===== src/hw/rtl/mltd_pkg.sv =====
// package for the marker/length/type deframer
// holds phase codes, result kinds, register indices, reset values and the result and config records; no dependencies
`default_nettype none

package mltd_pkg;

    localparam int PhaseWidth = 2;
    localparam logic [PhaseWidth-1:0] PH_HUNT = 2'd0;
    localparam logic [PhaseWidth-1:0] PH_SIZE = 2'd1;
    localparam logic [PhaseWidth-1:0] PH_TYPE = 2'd2;
    localparam logic [PhaseWidth-1:0] PH_DATA = 2'd3;

    localparam logic [1:0] KIND_HEADER = 2'd0;
    localparam logic [1:0] KIND_DATA   = 2'd1;
    localparam logic [1:0] KIND_ERROR  = 2'd2;

    localparam int AddrWidth = 3;
    localparam logic REG_MARKER = 1'b0;
    localparam logic REG_LIMIT  = 1'b1;

    localparam logic [7:0] MARKER_RESET = 8'd165;
    localparam logic [7:0] LIMIT_RESET  = 8'd64;

    typedef struct packed {
        logic [1:0] kind;
        logic [7:0] frame_type;
        logic [7:0] payload_len;
        logic [7:0] data_byte;
        logic       last;
        logic       synced;
    } result_t;

    typedef struct packed {
        logic [7:0] marker_value;
        logic [7:0] payload_limit;
    } cfg_t;

endpackage

`default_nettype wire


===== src/hw/rtl/mltd_cfg.sv =====
// apb configuration registers of the deframer: marker value and payload limit
// depends on mltd_pkg
`default_nettype none

module mltd_cfg (
    input  wire logic                           clk,
    input  wire logic                           rst_n,
    input  wire logic                           psel,
    input  wire logic                           penable,
    input  wire logic                           pwrite,
    input  wire logic [mltd_pkg::AddrWidth-1:0] paddr,
    input  wire logic [31:0]                    pwdata,
    output logic      [31:0]                    prdata,
    output logic                                pready,
    output mltd_pkg::cfg_t                      cfg
);

    mltd_pkg::cfg_t cfg_reg;
    logic           wr_en;

    assign pready = 1'b1;
    assign wr_en  = psel && penable && pwrite;
    assign cfg    = cfg_reg;

    always_ff @(posedge clk or negedge rst_n)
    begin
        if (!rst_n)
        begin
            cfg_reg.marker_value  <= mltd_pkg::MARKER_RESET;
            cfg_reg.payload_limit <= mltd_pkg::LIMIT_RESET;
        end
        else if (wr_en)
        begin
            unique case (paddr[2])
                mltd_pkg::REG_MARKER: cfg_reg.marker_value  <= pwdata[7:0];
                mltd_pkg::REG_LIMIT:  cfg_reg.payload_limit <= pwdata[7:0];
                default:              cfg_reg.marker_value  <= cfg_reg.marker_value;
            endcase
        end
    end

    always_comb
    begin
        unique case (paddr[2])
            mltd_pkg::REG_MARKER: prdata = {24'd0, cfg_reg.marker_value};
            mltd_pkg::REG_LIMIT:  prdata = {24'd0, cfg_reg.payload_limit};
            default:              prdata = 32'd0;
        endcase
    end

endmodule

`default_nettype wire


===== src/hw/rtl/marker_length_type_deframer.sv =====
// top level of the marker/length/type deframer: input register, parser state, result register
// depends on mltd_pkg and mltd_cfg
`default_nettype none

// Streaming frame parser: one received byte per transaction, frames laid out as marker, size
// (payload length plus one), type, payload. Each byte gives at most one result: a header, a
// payload byte, or a framing error; frames of type zero that pass the size checks are consumed
// with no results. A byte is taken into an input register and parsed from there into the
// result register, with the parser state update between those two registers; the block takes
// one byte every cycle while result_stall does not hold a full result register. Bytes that
// give no result still pass the parse stage. Registers: marker_value at byte address 0,
// payload_limit at 4; write them only while the block is idle.
module marker_length_type_deframer (
    input  wire logic                           clk,
    input  wire logic                           rst_n,
    input  wire logic                           psel,
    input  wire logic                           penable,
    input  wire logic                           pwrite,
    input  wire logic [mltd_pkg::AddrWidth-1:0] paddr,
    input  wire logic [31:0]                    pwdata,
    output logic      [31:0]                    prdata,
    output logic                                pready,
    input  wire logic                           byte_valid,
    output logic                                byte_stall,
    input  wire logic [7:0]                     in_byte,
    output logic                                result_valid,
    input  wire logic                           result_stall,
    output logic      [1:0]                     kind,
    output logic      [7:0]                     frame_type,
    output logic      [7:0]                     payload_len,
    output logic      [7:0]                     data_byte,
    output logic                                last,
    output logic                                synced
);

    mltd_pkg::cfg_t    cfg;
    logic              byte_valid_reg;
    logic [7:0]        byte_reg;
    logic              advance;

    logic [mltd_pkg::PhaseWidth-1:0] phase_reg, phase_next;
    logic [7:0]        bytes_left_reg, bytes_left_next;
    logic [7:0]        held_size_reg, held_size_next;
    logic [7:0]        held_type_reg, held_type_next;
    logic              lock_reg, lock_next;
    logic              discard_reg, discard_next;
    logic [7:0]        plen;
    logic [7:0]        left_dec;
    logic              emit;
    mltd_pkg::result_t res;
    mltd_pkg::result_t result_reg;
    logic              result_valid_reg;

    mltd_cfg u_cfg (
        .clk     (clk),
        .rst_n   (rst_n),
        .psel    (psel),
        .penable (penable),
        .pwrite  (pwrite),
        .paddr   (paddr),
        .pwdata  (pwdata),
        .prdata  (prdata),
        .pready  (pready),
        .cfg     (cfg)
    );

    // parse stage moves when the result register is free or being emptied
    assign advance    = !result_valid_reg || !result_stall;
    assign byte_stall = byte_valid_reg && !advance;

    always_ff @(posedge clk or negedge rst_n)
    begin
        if (!rst_n)
        begin
            byte_valid_reg <= 1'b0;
        end
        else if (!byte_stall)
        begin
            byte_valid_reg <= byte_valid;
        end
    end

    always_ff @(posedge clk)
    begin
        if (!byte_stall && byte_valid)
        begin
            byte_reg <= in_byte;
        end
    end

    assign plen = held_size_reg - 8'd1;

    always_comb
    begin
        phase_next      = phase_reg;
        bytes_left_next = bytes_left_reg;
        held_size_next  = held_size_reg;
        held_type_next  = held_type_reg;
        lock_next       = lock_reg;
        discard_next    = discard_reg;
        left_dec        = bytes_left_reg;
        emit            = 1'b0;
        res             = '0;
        unique case (phase_reg)
            mltd_pkg::PH_HUNT:
            begin
                if (byte_reg == cfg.marker_value)
                begin
                    lock_next  = 1'b1;
                    phase_next = mltd_pkg::PH_SIZE;
                end
                else
                begin
                    lock_next = 1'b0;
                end
            end
            mltd_pkg::PH_SIZE:
            begin
                held_size_next = byte_reg;
                phase_next     = mltd_pkg::PH_TYPE;
            end
            mltd_pkg::PH_TYPE:
            begin
                held_type_next = byte_reg;
                res.frame_type = byte_reg;
                if (held_size_reg == 8'd0 || plen >= cfg.payload_limit)
                begin
                    lock_next       = 1'b0;
                    phase_next      = mltd_pkg::PH_HUNT;
                    emit            = 1'b1;
                    res.kind        = mltd_pkg::KIND_ERROR;
                    res.payload_len = (held_size_reg == 8'd0) ? 8'd0 : plen;
                    res.last        = 1'b1;
                end
                else
                begin
                    bytes_left_next = plen;
                    phase_next      = (plen == 8'd0) ? mltd_pkg::PH_HUNT : mltd_pkg::PH_DATA;
                    discard_next    = (byte_reg == 8'd0) && (plen != 8'd0);
                    emit            = (byte_reg != 8'd0);
                    res.kind        = mltd_pkg::KIND_HEADER;
                    res.payload_len = plen;
                    res.last        = (plen == 8'd0);
                end
            end
            mltd_pkg::PH_DATA:
            begin
                if (bytes_left_reg != 8'd0)
                begin
                    left_dec = bytes_left_reg - 8'd1;
                end
                bytes_left_next = left_dec;
                if (left_dec == 8'd0)
                begin
                    phase_next = mltd_pkg::PH_HUNT;
                end
                if (discard_reg)
                begin
                    if (left_dec == 8'd0)
                    begin
                        discard_next = 1'b0;
                    end
                end
                else
                begin
                    emit            = 1'b1;
                    res.kind        = mltd_pkg::KIND_DATA;
                    res.frame_type  = held_type_reg;
                    res.payload_len = plen;
                    res.data_byte   = byte_reg;
                    res.last        = (left_dec == 8'd0);
                end
            end
            default:
            begin
                phase_next = mltd_pkg::PH_HUNT;
            end
        endcase
        res.synced = lock_next;
    end

    always_ff @(posedge clk or negedge rst_n)
    begin
        if (!rst_n)
        begin
            phase_reg      <= mltd_pkg::PH_HUNT;
            bytes_left_reg <= 8'd0;
            held_size_reg  <= 8'd0;
            held_type_reg  <= 8'd0;
            lock_reg       <= 1'b0;
            discard_reg    <= 1'b0;
        end
        else if (byte_valid_reg && advance)
        begin
            phase_reg      <= phase_next;
            bytes_left_reg <= bytes_left_next;
            held_size_reg  <= held_size_next;
            held_type_reg  <= held_type_next;
            lock_reg       <= lock_next;
            discard_reg    <= discard_next;
        end
    end

    always_ff @(posedge clk or negedge rst_n)
    begin
        if (!rst_n)
        begin
            result_valid_reg <= 1'b0;
        end
        else if (advance)
        begin
            result_valid_reg <= byte_valid_reg && emit;
        end
    end

    always_ff @(posedge clk)
    begin
        if (advance && byte_valid_reg && emit)
        begin
            result_reg <= res;
        end
    end

    assign result_valid = result_valid_reg;
    assign kind         = result_reg.kind;
    assign frame_type   = result_reg.frame_type;
    assign payload_len  = result_reg.payload_len;
    assign data_byte    = result_reg.data_byte;
    assign last         = result_reg.last;
    assign synced       = result_reg.synced;

`ifndef SYNTHESIS
    a_kind_valid: assert property (@(posedge clk) disable iff (!rst_n)
        result_valid |-> kind <= mltd_pkg::KIND_ERROR)
        else $error("result kind out of range");

    a_error_shape: assert property (@(posedge clk) disable iff (!rst_n)
        result_valid && kind == mltd_pkg::KIND_ERROR |-> last && !synced && data_byte == 8'd0)
        else $error("framing error result malformed");

    a_locked_results: assert property (@(posedge clk) disable iff (!rst_n)
        result_valid && kind != mltd_pkg::KIND_ERROR |-> synced)
        else $error("header or payload result while not synced");

    a_hunt_no_discard: assert property (@(posedge clk) disable iff (!rst_n)
        phase_reg == mltd_pkg::PH_HUNT |-> !discard_reg)
        else $error("discard flag left set while hunting");
`endif

endmodule

`default_nettype wire


===== config.mk =====
export PLATFORM = sky130hd
export DESIGN_NAME = marker_length_type_deframer
export DESIGN_NICKNAME = d
export VERILOG_FILES = /design/src/hw/rtl/mltd_pkg.sv /design/src/hw/rtl/mltd_cfg.sv /design/src/hw/rtl/marker_length_type_deframer.sv
export SDC_FILE = /design/constraint.sdc
export NUM_CORES = 1
export LEC_CHECK = 0
export ABC_AREA = 1
export ABC_CLOCK_PERIOD_IN_PS = 4900
export CAP_MARGIN = 20
export CORE_ASPECT_RATIO = 0.6
export CORE_MARGIN = 5
export CORE_UTILIZATION = 63
export DETAILED_ROUTE_END_ITERATION = 10
export DONT_BUFFER_PORTS = 1
export PLACE_DENSITY = 0.77
export SLEW_MARGIN = 20
export SYNTH_ARGS = -nofsm -noshare
export SYNTH_HDL_FRONTEND = slang
export SYNTH_SLANG_ARGS = --single-unit

===== constraint.sdc =====
create_clock -name clk -period 4.9 [get_ports clk]
set_input_delay 0.245 -clock clk [delete_from_list [all_inputs] [get_ports clk]]
set_output_delay 0.245 -clock clk [all_outputs]
set_load 0.05 [all_outputs]

Yosys cells after proc, flatten, opt, wreduce, memory -nomap -nowiden
Index checks and enable logic that the tools add are counted.
{"block": "word_totals", "input_bits": 50, "out_inout_bits": 63, "word_cells": 86, "register_bits": 82}
{"block": "op_classes", "n_bitwise": 2, "eq_ne": 7, "addsub": 2, "magnitude_cmp": 1, "mux": 27, "reduce_logical": 30}
{"operator": "$pmux 32 s2", "n": 1}
{"operator": "$mux 8", "n": 5}
{"operator": "$pmux 18 s2", "n": 1}
{"operator": "$logic_not 8->1", "n": 4}
{"operator": "$mux 26", "n": 1}
{"operator": "$reduce_bool 8->1", "n": 3}
{"operator": "$pmux 8 s2", "n": 1}
{"operator": "$sub 8x1->8 const B", "n": 2}
{"operator": "$mux 2", "n": 5}
{"operator": "$eq 8x8->1", "n": 1}
{"operator": "$ge 8x8->1", "n": 1}
{"operator": "$logic_and 1x1->1", "n": 8}
{"operator": "$mux 1", "n": 8}
{"operator": "$pmux 1 s2", "n": 4}
{"operator": "$pmux 2 s4", "n": 1}
{"operator": "$reduce_and 2->1", "n": 4}
{"operator": "$ne 2x2->1 const B", "n": 3}
{"operator": "$reduce_and 3->1", "n": 2}
{"operator": "$eq 2x2->1 const B", "n": 2}
{"operator": "$logic_not 1->1", "n": 4}
{"operator": "$eq 2x1->1 const B", "n": 1}
{"operator": "$logic_not 2->1", "n": 1}
{"operator": "$logic_or 1x1->1", "n": 2}
{"operator": "$not 1->1", "n": 2}
{"operator": "other kinds (2)", "n": 2}

Logic depth before layout (Yosys ltp)
Gate-level depths: netlist of run 1.
{"block": "logic_depth", "ltp_word": 7, "mapped_depth": 17, "mapped_depth_nobuf": 17}

Hierarchy
Synthesis of run 1 repeated with hierarchy kept, for this count alone.
{"block": "unflattened", "hier_cells": 516, "area_unflattened_um2": 4393.0}
{"mod": "marker_length_type_deframer", "area_each_um2": 3437.0, "seq_area_each_um2": 1831.8, "cells_each": 391, "n_inst": 1}
{"mod": "mltd_cfg", "area_each_um2": 955.9, "seq_area_each_um2": 406.6, "cells_each": 125, "n_inst": 1}

Least setup slack after synthesis of run 1
Ideal clock, no wire load.
{"block": "synth_timing", "path_type": "register to register", "start": "register held_size_reg[0]", "end": "register result_reg, in the netlist data_byte[0], enable pin", "period_less_slack_ps": 3715, "path_stages_with_launch": 16, "setup_time_ps": 423, "arrival_time_ps": 3292, "path_buffers": 0, "required_time_ps": 4477, "setup_slack_ps": 1185, "path_cell_list": "dfrtp_1 inv_1 ha_1 nand3_1 nand2_1 nand2_1 ha_1 nand2_1 o21bai_1 nand2_1 nor2_2 nand2_1 inv_1 nor2_1 o21ai_1 a21oi_1"}
{"block": "synth_via", "elab_chain_cells": 6, "elab_cells_between_ends": 7, "cone_classes": "add/sub (1); order compare (1); mux (2); reduce/logical (3)"}
{"item": "start, declared", "line_no": "marker_length_type_deframer.sv:43", "source": "logic [7:0] held_size_reg, held_size_next;"}
{"item": "start signal, assigned", "line_no": "marker_length_type_deframer.sv:197", "source": "held_size_reg <= held_size_next;"}
{"item": "$sub 8x1->8", "line_no": "marker_length_type_deframer.sv:91", "source": "assign plen = held_size_reg - 8'd1;"}
{"item": "$ge 8x8->1", "line_no": "marker_length_type_deframer.sv:126", "source": "if (held_size_reg == 8'd0 || plen >= cfg.payload_limit)"}
{"item": "$logic_or 1x1->1 (*)", "line_no": "marker_length_type_deframer.sv:126"}
{"item": "$mux 1 (*)", "line_no": "marker_length_type_deframer.sv:126"}
{"item": "$pmux 1 s2 (*)", "line_no": "marker_length_type_deframer.sv:104", "source": "unique case (phase_reg)"}
{"item": "$logic_and 1x1->1 (*)", "line_no": "marker_length_type_deframer.sv:218", "source": "if (advance && byte_valid_reg && emit)"}
{"item": "end signal, assigned", "line_no": "marker_length_type_deframer.sv:220", "source": "result_reg <= res;"}
{"item": "end, declared", "line_no": "marker_length_type_deframer.sv:51", "source": "mltd_pkg::result_t result_reg;"}
Mark *: on every way between the ends. The rest lies on a longest branch, timed or not.
A chain may end at the register's enable or synchronous reset.

Worst setup path in the final report of run 1
{"block": "layout_timing", "start": "register held_size_reg[0]", "end": "register result_reg, in the netlist data_byte[3], enable pin"}
The elaborated chain is that of the path after synthesis.

==> flow_metrics.env, run 1 <==
export IMPL_outcome="completed"
export IMPL_critical_path_top_delay_family="buffers and inverters"
export IMPL_vias=3321
export IMPL_path_max_fanout=28
export IMPL_finalClockSkew_ps=5.454
export IMPL_start_kind="register"
export IMPL_fin_crit_sh_pct=68.94
export IMPL_p_per_area_nw_per_um2=690.5
export IMPL_final_common_cell="nand2_1"
export IMPL_cts_buffers=9
export IMPL_cts_tree="yes"
export IMPL_switching_share_pct=46.12
export IMPL_detail_route_wl_per_cell_microns=16.52
export IMPL_n_antenna_cell=0
export IMPL_wirelength_microns=9992
export IMPL_netSwitchingPower_mw=1.493
export IMPL_slowest_stage="dfrtp_1"
export IMPL_required_ps=4900
export IMPL_cp_end_kind="register"
export IMPL_drtIter0Drc=333
export IMPL_ys_seq_area_share_pct=51.98
export IMPL_ioPinCount=113
export IMPL_grt_max_degree=47
export IMPL_drt_vias_per_instance=5.489
export IMPL_final_max_slew_viol_count=0
export IMPL_grt_pass1_wl_microns=16040
export IMPL_ys_ff_latch=82
export IMPL_fin_tns_setup_ps=0
export IMPL_crit_type="reg2reg"
export IMPL_clkPwrFrac_pct=20.5
export IMPL_hold_viol=0
export IMPL_grt_overflow_total=0
export IMPL_cts_reportedPaths_clkPinSlew_ps=60
export IMPL_nNetsFinal=576
export IMPL_p_int_mw=1.745
export IMPL_clock_path_buffers=2
export IMPL_cts_repair_resized=0
export IMPL_slew_headroom_pct=31.25
export IMPL_ys_warn_count=0
export IMPL_synth_area_sq_um=4307
export IMPL_die_area_sq_um=8644
export IMPL_dp_cells=579
export IMPL_io_buffers=0
export IMPL_dieHeight_microns=74.05
export IMPL_max_freq_mhz=296.0
export IMPL_h_tree_depth=3
export IMPL_ir_drop_v=0.0003925
export IMPL_crit_arrival_ps=3380
export IMPL_drc_errors=0
export IMPL_leakage_nw=2.209
export IMPL_ant_nets=0
export IMPL_gp_congestion=0.8498
export IMPL_syn_inst=502
export IMPL_yosys_cell_types_count=30
export IMPL_cap_viol_max_count=0
export IMPL_seqPwrFrac_pct=42.6
export IMPL_hold_ws_ps=45.98
export IMPL_dp_hpwl_microns=7088
export IMPL_mostFrequentLayoutCells="nand2_1 (136), inv_1 (65), o21ai_0 (50)"
export IMPL_avgSynthCellArea_sq_um=8.579
export IMPL_grt_pass1_vias=3271
export IMPL_drt_first_pass_iters=6
export IMPL_fp_dieW_microns=116.7
export IMPL_slowest_delay_ps=420
export IMPL_grtUsageTotal_pct=24.79
export IMPL_worst_path_buf_inv=5
export IMPL_clock_latency_ps=340
export IMPL_area_growth_pct=8.890
export IMPL_crit_path_cell_trace="inv_1 > ha_1 > xnor2_1 > inv_1 > ha_1 > nand2_1 > inv_1 > nand2_1 > nand2_1 > nand2_1 > nand2_1 > inv_1 > nor2_1 > o21ai_1 > a21oi_2 > buf_4"
export IMPL_core_sq_um=6648
export IMPL_largest_reg_flops=16
export IMPL_finalSetupViolations=0
export IMPL_worstHoldPathType="in2reg"
export IMPL_drive_above_1_share_pct=7.336
export IMPL_cp_common_cell="nand2_1"
export IMPL_rsz0062_at_grt="no"
export IMPL_ctsRootBufferMaster="clkbuf_16"
export IMPL_max_slew_worst_pin_slew_ps=1024
export IMPL_clkSinkCount=82
export IMPL_comb_power_share_pct=37.0
export IMPL_final_cell_count_no_fill=605
export IMPL_antenna_found_initial=0
export IMPL_min_period_ps=3378
export IMPL_initial_core_util_pct=64.78
export IMPL_core_rowCount=23
[area by class of cell]
cell class,count,area [sq um]
Clock buffer,13,250.2
Tap cell,87,108.9
Inverter,67,251.5
Clock inverter,3,41.29
Fill cell,505,1958
Timing Repair Buffer,11,125.1
Multi-Input combinational cell,342,1674
Sequential cell,82,2238
[path summary, 6_finish.rpt]
kind,start,to,slack (ps),cells after the start
max in group asynchronous,rst_n,u_cfg.cfg[8],4200,2
min in group asynchronous,rst_n,u_cfg.cfg[3],430,2
worst max-delay path,held_size_reg[0],data_byte[3],1520,16
worst min-delay path,pwdata[5],u_cfg.cfg[13],50,2
worst min register to register,u_cfg.cfg[6],u_cfg.cfg[6],490,2
worst max register to register,held_size_reg[0],data_byte[3],1520,16
[kinds of logic after synthesis]
group | after synthesis | share of synthesized area [%]
buf+inv | 101 | 11.24
compound gates | 78 | 9.733
flops | 82 | 51.98
simple gates | 215 | 20.86
fa+ha+maj | 13 | 3.777
other cells | 2 | 0.1744
xor+xnor | 11 | 2.237
[what timing repair did]
action / in CTS / in global routing
hold buffers: 10 / 0
hold endpoints to repair: 54 / 0
buffers inserted: 0 / 0
[power by group through the flow]
stage                     clock (mW)  sequential [mW]  combinational [mW]
after detailed placement           0             1.39                1.15
after global placement             0             1.38                1.12
final                          0.663             1.38                1.20
after global routing           0.704             1.41                1.36
after floorplan                    0             1.34               0.931
after CTS                      0.672             1.38                1.18
[synthesized netlist by cell type, drive strengths merged]
library cell    n  area (sq um)
o22ai           8         50.05
a21oi           9         56.31
buf            29         214.0
edfxtp         36          1081
xor2            2         17.52
o21ai          59         299.0
nand3          23         125.1
xnor2           9         78.83
dfstp           5         131.4
ha             13         162.7
and3            1         6.260
o21bai          1         7.510
clkbuf          5         18.77
dfrtp          41          1026
nand2         141         546.8
nand4           6         37.54
nor2           44         182.7
inv            67         251.5
conb            2         7.510
a31oi           1         6.260
[through the flow]
stage | power [mW] | area [sq um] | setup WS, ps | util (%)
floorplan | 2.274 | 4393 | 1185 | -
global placement | 2.498 | 4280 | 1653 | 64.39
detailed placement | 2.541 | 4280 | 1605 | 64.39
CTS | 3.233 | 4690 | 1587 | 70.54
global route | 3.468 | 4690 | 1347 | 70.54
finish | 3.238 | 4690 | 1522 | 70.54
[layer usage]
metal	part of all wire (%)	wire length [microns]	up-vias	GRT usage, %
met2	43	4302	158	38.37
met5	0	0	-	0
met4	2.2	219	0	8.906
met3	10	1042	24	8.374
li1	-	-	1587	-
met1	44	4427	1552	33.03
No activity file was read; power rests on OpenSTA's default activity.
==> run 2, diff against run 1 <==
--- a/config.mk
+++ b/config.mk
@@ -6,14 +6,14 @@
 export NUM_CORES = 1
 export LEC_CHECK = 0
 export ABC_AREA = 1
-export ABC_CLOCK_PERIOD_IN_PS = 4900
+export ABC_CLOCK_PERIOD_IN_PS = 2900
 export CAP_MARGIN = 20
 export CORE_ASPECT_RATIO = 0.6
 export CORE_MARGIN = 5
-export CORE_UTILIZATION = 63
+export CORE_UTILIZATION = 57
 export DETAILED_ROUTE_END_ITERATION = 10
 export DONT_BUFFER_PORTS = 1
-export PLACE_DENSITY = 0.77
+export PLACE_DENSITY = 0.73
 export SLEW_MARGIN = 20
 export SYNTH_ARGS = -nofsm -noshare
 export SYNTH_HDL_FRONTEND = slang
==> constraint.sdc (replaced) <==
create_clock -name clk -period 2.9 [get_ports clk]
set_input_delay 0.145 -clock clk [delete_from_list [all_inputs] [get_ports clk]]
set_output_delay 0.145 -clock clk [all_outputs]
set_load 0.05 [all_outputs]
==> run 2 against run 1 <==
Net effect: register-to-register slack worse by 1500 ps; combinational power up 93%; via count increased by 3.2%; hold slack improved by 140 ps.
==> flow_metrics.env, run 2 (synthesis gave the netlist of run 1 again) <==
export IMPL_gp_congestion=0.8982
export IMPL_wl_met2_microns=4522
export IMPL_cap_viol_max_count=0
export IMPL_n_antenna_cell=0
export IMPL_clkSinkCount=82
export IMPL_drive_above_1_share_pct=12.71
export IMPL_crit_type="reg2reg"
export IMPL_p_int_mw=3.043
export IMPL_switching_share_pct=46.78
export IMPL_place_area_sq_um=4367
export IMPL_final_max_slew_viol_count=0
export IMPL_core_sq_um=7297
export IMPL_worstHoldPathType="in2reg"
export IMPL_p_per_area_nw_per_um2=1140
export IMPL_slew_headroom_pct=29.23
export IMPL_clkPwrFrac_pct=18.4
export IMPL_dieHeight_microns=77.33
export IMPL_top_layer_used="met4"
export IMPL_routed_wl_met3_microns=1159
export IMPL_die_area_sq_um=9451
export IMPL_hold_viol=0
export IMPL_setup_slack_ps=67.39
export IMPL_cts_reportedPaths_clkPinSlew_ps=70
export IMPL_nNetsFinal=601
export IMPL_drc_errors=0
export IMPL_max_freq_mhz=353.0
export IMPL_vias=3426
export IMPL_antenna_found_initial=0
export IMPL_leakage_nw=2.336
export IMPL_clock_latency_ps=340
export IMPL_fp_dieW_microns=122.2
export IMPL_cp_end_kind="register"
export IMPL_outcome="completed"
export IMPL_drt_first_pass_iters=6
export IMPL_comb_power_share_pct=40.4
export IMPL_drt_vias_per_instance=5.295
export IMPL_ctsRootBufferMaster="clkbuf_16"
export IMPL_finalSetupViolations=0
export IMPL_min_period_ps=2833
export IMPL_stdcell_area_sq_um=5016
export IMPL_detail_route_wl_per_cell_microns=16.37
export IMPL_netSwitchingPower_mw=2.675
export IMPL_fin_tns_setup_ps=0
export IMPL_area_growth_pct=16.47
export IMPL_grtUsageTotal_pct=22.45
export IMPL_grt_overflow_total=0
export IMPL_grt_pass1_wl_microns=16230
export IMPL_ir_drop_v=0.0005503
export IMPL_crit_arrival_ps=2890
export IMPL_clock_path_buffers=2
export IMPL_core_rowCount=24
export IMPL_h_tree_depth=3
export IMPL_final_common_cell="nand2_1"
export IMPL_seqPwrFrac_pct=41.1
export IMPL_ioPinCount=113
export IMPL_io_buffers=0
export IMPL_m1WireLength_microns=4727
export IMPL_drtIter0Drc=432
export IMPL_path_max_fanout=7
export IMPL_start_kind="register"
export IMPL_initial_core_util_pct=59.02
export IMPL_finalClockSkew_ps=10.98
export IMPL_required_ps=2960
export IMPL_dp_hpwl_microns=7340
export IMPL_wirelength_microns=10590
export IMPL_ant_nets=0
export IMPL_grt_max_degree=47
export IMPL_mostFrequentLayoutCells="nand2_1 (134), inv_1 (63), o21ai_0 (50)"
export IMPL_fin_util_pct=68.74
export IMPL_fin_crit_sh_pct=97.68
export IMPL_largest_reg_flops=16
export IMPL_max_slew_worst_pin_slew_ps=1055
export IMPL_place_ws_ps=58.18
export IMPL_grt_pass1_vias=3121
export IMPL_cts_tree="yes"
export IMPL_cts_buffers=9
## run 2: timing repair
action	CTS	global route
cloned	0	2
setup buffers	0	7
hold endpoints to repair	72	0
gates resized for setup	1	17
pin swaps	0	3
endpoints found under the setup margin	28	28
hold buffers	20	0
## run 2: layout make-up
type / count / area [sq um]
repair buffers: 36 / 371.6
inverters: 67 / 251.5
clock buffers: 11 / 232.7
flip-flops and latches: 82 / 2241
clock inverters: 5 / 38.79
fillers: 554 / 2281
well taps: 104 / 130.1
multi-input cells: 342 / 1750
## run 2: worst paths after layout
| path | start | end | slack (ps) | cells after the start |
|---|---|---|---|---|
| worst max-delay path | held_size_reg[3] | frame_type[2] | 70 | 17 |
| worst min-delay path | result_stall | synced | 180 | 2 |
| worst max register to register | held_size_reg[3] | frame_type[2] | 70 | 17 |
| worst min register to register | lock_reg | lock_reg | 470 | 2 |
| max in group asynchronous | rst_n | u_cfg.cfg[8] | 2300 | 2 |
| min in group asynchronous | rst_n | held_size_reg[0] | 330 | 2 |
## run 2: worst max-delay path: stages, from the launching register on
cell,delay [ps]
dfrtp_2,480
nor2_4,160
nand3_2,90
nor2_1,130
nand2_1,80
nand2_2,90
inv_1,80
ha_4,270
nand2_1,60
o21bai_1,160
nand2_1,80
nor2_2,40
nand2_1,60
inv_1,60
nor2_2,150
o21ai_2,90
a21oi_4,250
clkbuf_16,210
## run 2: metrics by stage
stage               hold slack (ps)  total power, mW  cells
floorplan                    -150.6            3.848    525
global placement             -149.2            4.280    602
detailed placement           -149.6            4.348    602
CTS                           181.2            5.454    638
global route                  175.4            6.100    647
finish                        183.3            5.718    647
## run 2: power by group through the flow
stage / Sequential, mW / Clock, mW / Combinational, mW
finish: 2.35 / 1.05 / 2.31
detailed placement: 2.34 / 0 / 2.01
floorplan: 2.27 / 0 / 1.58
global placement: 2.33 / 0 / 1.95
global route: 2.39 / 1.12 / 2.59
CTS: 2.32 / 1.06 / 2.07
## run 2: layer usage
| metal | GRT usage, % | up-vias |
|---|---|---|
| li1 | - | 1645 |
| met1 | 31.58 | 1573 |
| met2 | 32.66 | 188 |
| met3 | 9.230 | 20 |
| met4 | 5.363 | 0 |
| met5 | 0 | - |
==> run 3, diff against run 2 <==
--- a/config.mk
+++ b/config.mk
@@ -10,10 +10,10 @@
 export CAP_MARGIN = 20
 export CORE_ASPECT_RATIO = 0.6
 export CORE_MARGIN = 5
-export CORE_UTILIZATION = 57
+export CORE_UTILIZATION = 45
 export DETAILED_ROUTE_END_ITERATION = 10
 export DONT_BUFFER_PORTS = 1
-export PLACE_DENSITY = 0.73
+export PLACE_DENSITY = 0.6
 export SLEW_MARGIN = 20
 export SYNTH_ARGS = -nofsm -noshare
 export SYNTH_HDL_FRONTEND = slang
==> run 3 against run 2 <==
Net effect: via count down 3.1%; die area rose by 24%; clock power rose by 8%; global-route usage down 4.6 points; sequential power shrank 2%.
==> flow_metrics.env, run 3 (synthesis gave the netlist of run 1 again) <==
export IMPL_cp_end_kind="register"
export IMPL_dieHeight_microns=85.78
export IMPL_dp_hpwl_microns=7292
export IMPL_n_antenna_cell=0
export IMPL_antenna_found_initial=0
export IMPL_grtUsageTotal_pct=17.87
export IMPL_max_freq_mhz=359.5
export IMPL_grt_pass1_vias=3090
export IMPL_cts_reportedPaths_clkPinSlew_ps=60
export IMPL_path_max_fanout=7
export IMPL_final_max_slew_viol_count=0
export IMPL_hold_viol=0
export IMPL_drt_vias_per_instance=4.935
export IMPL_final_common_cell="nand2_1"
export IMPL_largest_reg_flops=16
export IMPL_h_tree_depth=3
export IMPL_grt_overflow_total=0
export IMPL_grt_pass1_wl_microns=16030
export IMPL_slew_headroom_pct=34.28
export IMPL_regArea_sq_um=2240
export IMPL_die_area_sq_um=11690
export IMPL_fp_dieW_microns=136.3
export IMPL_required_ps=2960
export IMPL_clock_path_buffers=2
export IMPL_drtIter0Drc=209
export IMPL_worstHoldPathType="in2reg"
export IMPL_clkSinkCount=82
export IMPL_fin_util_pct=54.76
export IMPL_ir_drop_v=0.0003904
export IMPL_ioPinCount=113
export IMPL_max_slew_worst_pin_slew_ps=979.2
export IMPL_crit_type="reg2reg"
export IMPL_wirelength_microns=10240
export IMPL_cap_viol_max_count=0
export IMPL_fin_crit_sh_pct=95.93
export IMPL_grt_max_degree=47
export IMPL_detail_route_wl_per_cell_microns=15.21
export IMPL_cts_tree="yes"
export IMPL_crit_arrival_ps=2850
export IMPL_ant_nets=0
export IMPL_rsz0062_at_grt="no"
export IMPL_clock_latency_ps=340
export IMPL_multi_input_area_sq_um=1745
export IMPL_io_buffers=0
export IMPL_cts_buffers=9
export IMPL_ctsRootBufferMaster="clkbuf_16"
export IMPL_gp_congestion=0.9207
export IMPL_p_per_area_nw_per_um2=1145
export IMPL_drive_above_1_share_pct=12.71
export IMPL_finalClockSkew_ps=10.72
export IMPL_drc_errors=0
export IMPL_vias=3321
export IMPL_drt_first_pass_iters=5
export IMPL_core_sq_um=9256
export IMPL_initial_core_util_pct=46.53
export IMPL_fin_tns_setup_ps=0
export IMPL_core_rowCount=27
export IMPL_finalSetupViolations=0
export IMPL_leakage_nw=2.337
export IMPL_start_kind="register"
export IMPL_nNetsFinal=601
export IMPL_mostFrequentLayoutCells="nand2_1 (135), inv_1 (62), o21ai_0 (50)"
export IMPL_min_period_ps=2782
export IMPL_area_growth_pct=17.69
export IMPL_fillers=865
export IMPL_outcome="completed"
## run 3: cell types whose count changed in the layout (fill, tap and decap cells not counted), sizes merged
cell and change:
bufinv +1, clkinv -1, clkinvlp +1, inv -1
## run 3: what timing repair did
action,in CTS,in global routing
setup endpoints to repair,0,31
hold buffers,20,0
hold endpoints to repair,71,0
setup buffers,0,4
resized for setup,0,17
## run 3: per-stage QoR
stage          instance area, sq um  total power, mW  setup slack [ps]  std cells  hold WS [ps]
4_1_cts                        4935            5.608             88.49        667         176.5
3_3_place_gp                   4422            4.367             155.0        631        -149.5
5_1_grt                        5069            6.207             2.999        673         165.5
2_1_floorplan                  4404            3.848             74.39        525        -150.6
6_report                       5069            5.804             118.0        673         171.2
3_5_place_dp                   4422            4.422             106.2        631        -149.8
## run 3: layer usage
metal	up-vias	wire length, microns	track usage [%]
met5	-	0	0
met4	0	240	6.038
met3	22	766	5.158
met2	137	4321	25.51
met1	1518	4907	26.03
li1	1644	-	-
## run 3: layout make-up
type / instances / share of cell area, %
Sequential cell: 82 / 44.19
Multi-Input combinational cell: 342 / 34.44
Timing Repair Buffer: 36 / 7.332
Inverter: 67 / 5.011
Clock buffer: 11 / 4.591
Tap cell: 130 / 3.209
Clock inverter: 5 / 1.234
## run 3: worst paths after layout
path / start / end / slack (ps) / cells after the start
max reg2reg: held_size_reg[1] / data_byte[4] / 120 / 16
min reg2reg: u_cfg.cfg[3] / u_cfg.cfg[3] / 490 / 2
min in group asynchronous: rst_n / u_cfg.cfg[9] / 330 / 2
max in group asynchronous: rst_n / u_cfg.cfg[8] / 2310 / 2
min: result_stall / data_byte[3] / 170 / 2
max: held_size_reg[1] / data_byte[4] / 120 / 16
## run 3: power breakdown
group / switching (mW) / internal [mW] / leakage [nW] / total, mW
Sequential: 0.641 / 1.67 / 0.902 / 2.31
Clock: 0.458 / 0.672 / 0.136 / 1.13
Combinational: 1.55 / 0.812 / 1.30 / 2.37
## run 3: worst max-delay path, stage by stage (launching register included)
cell and delay (ps):
dfrtp_1 390, inv_2 90, ha_4 190, xnor2_1 290, inv_1 130, ha_1 290, nand2_1 50, inv_1 40
nand2_1 40, nand2_1 50, nand2_1 80, nand2_1 80, inv_1 80, nor2_2 140, o21ai_2 90, a21oi_4 240
clkbuf_16 210
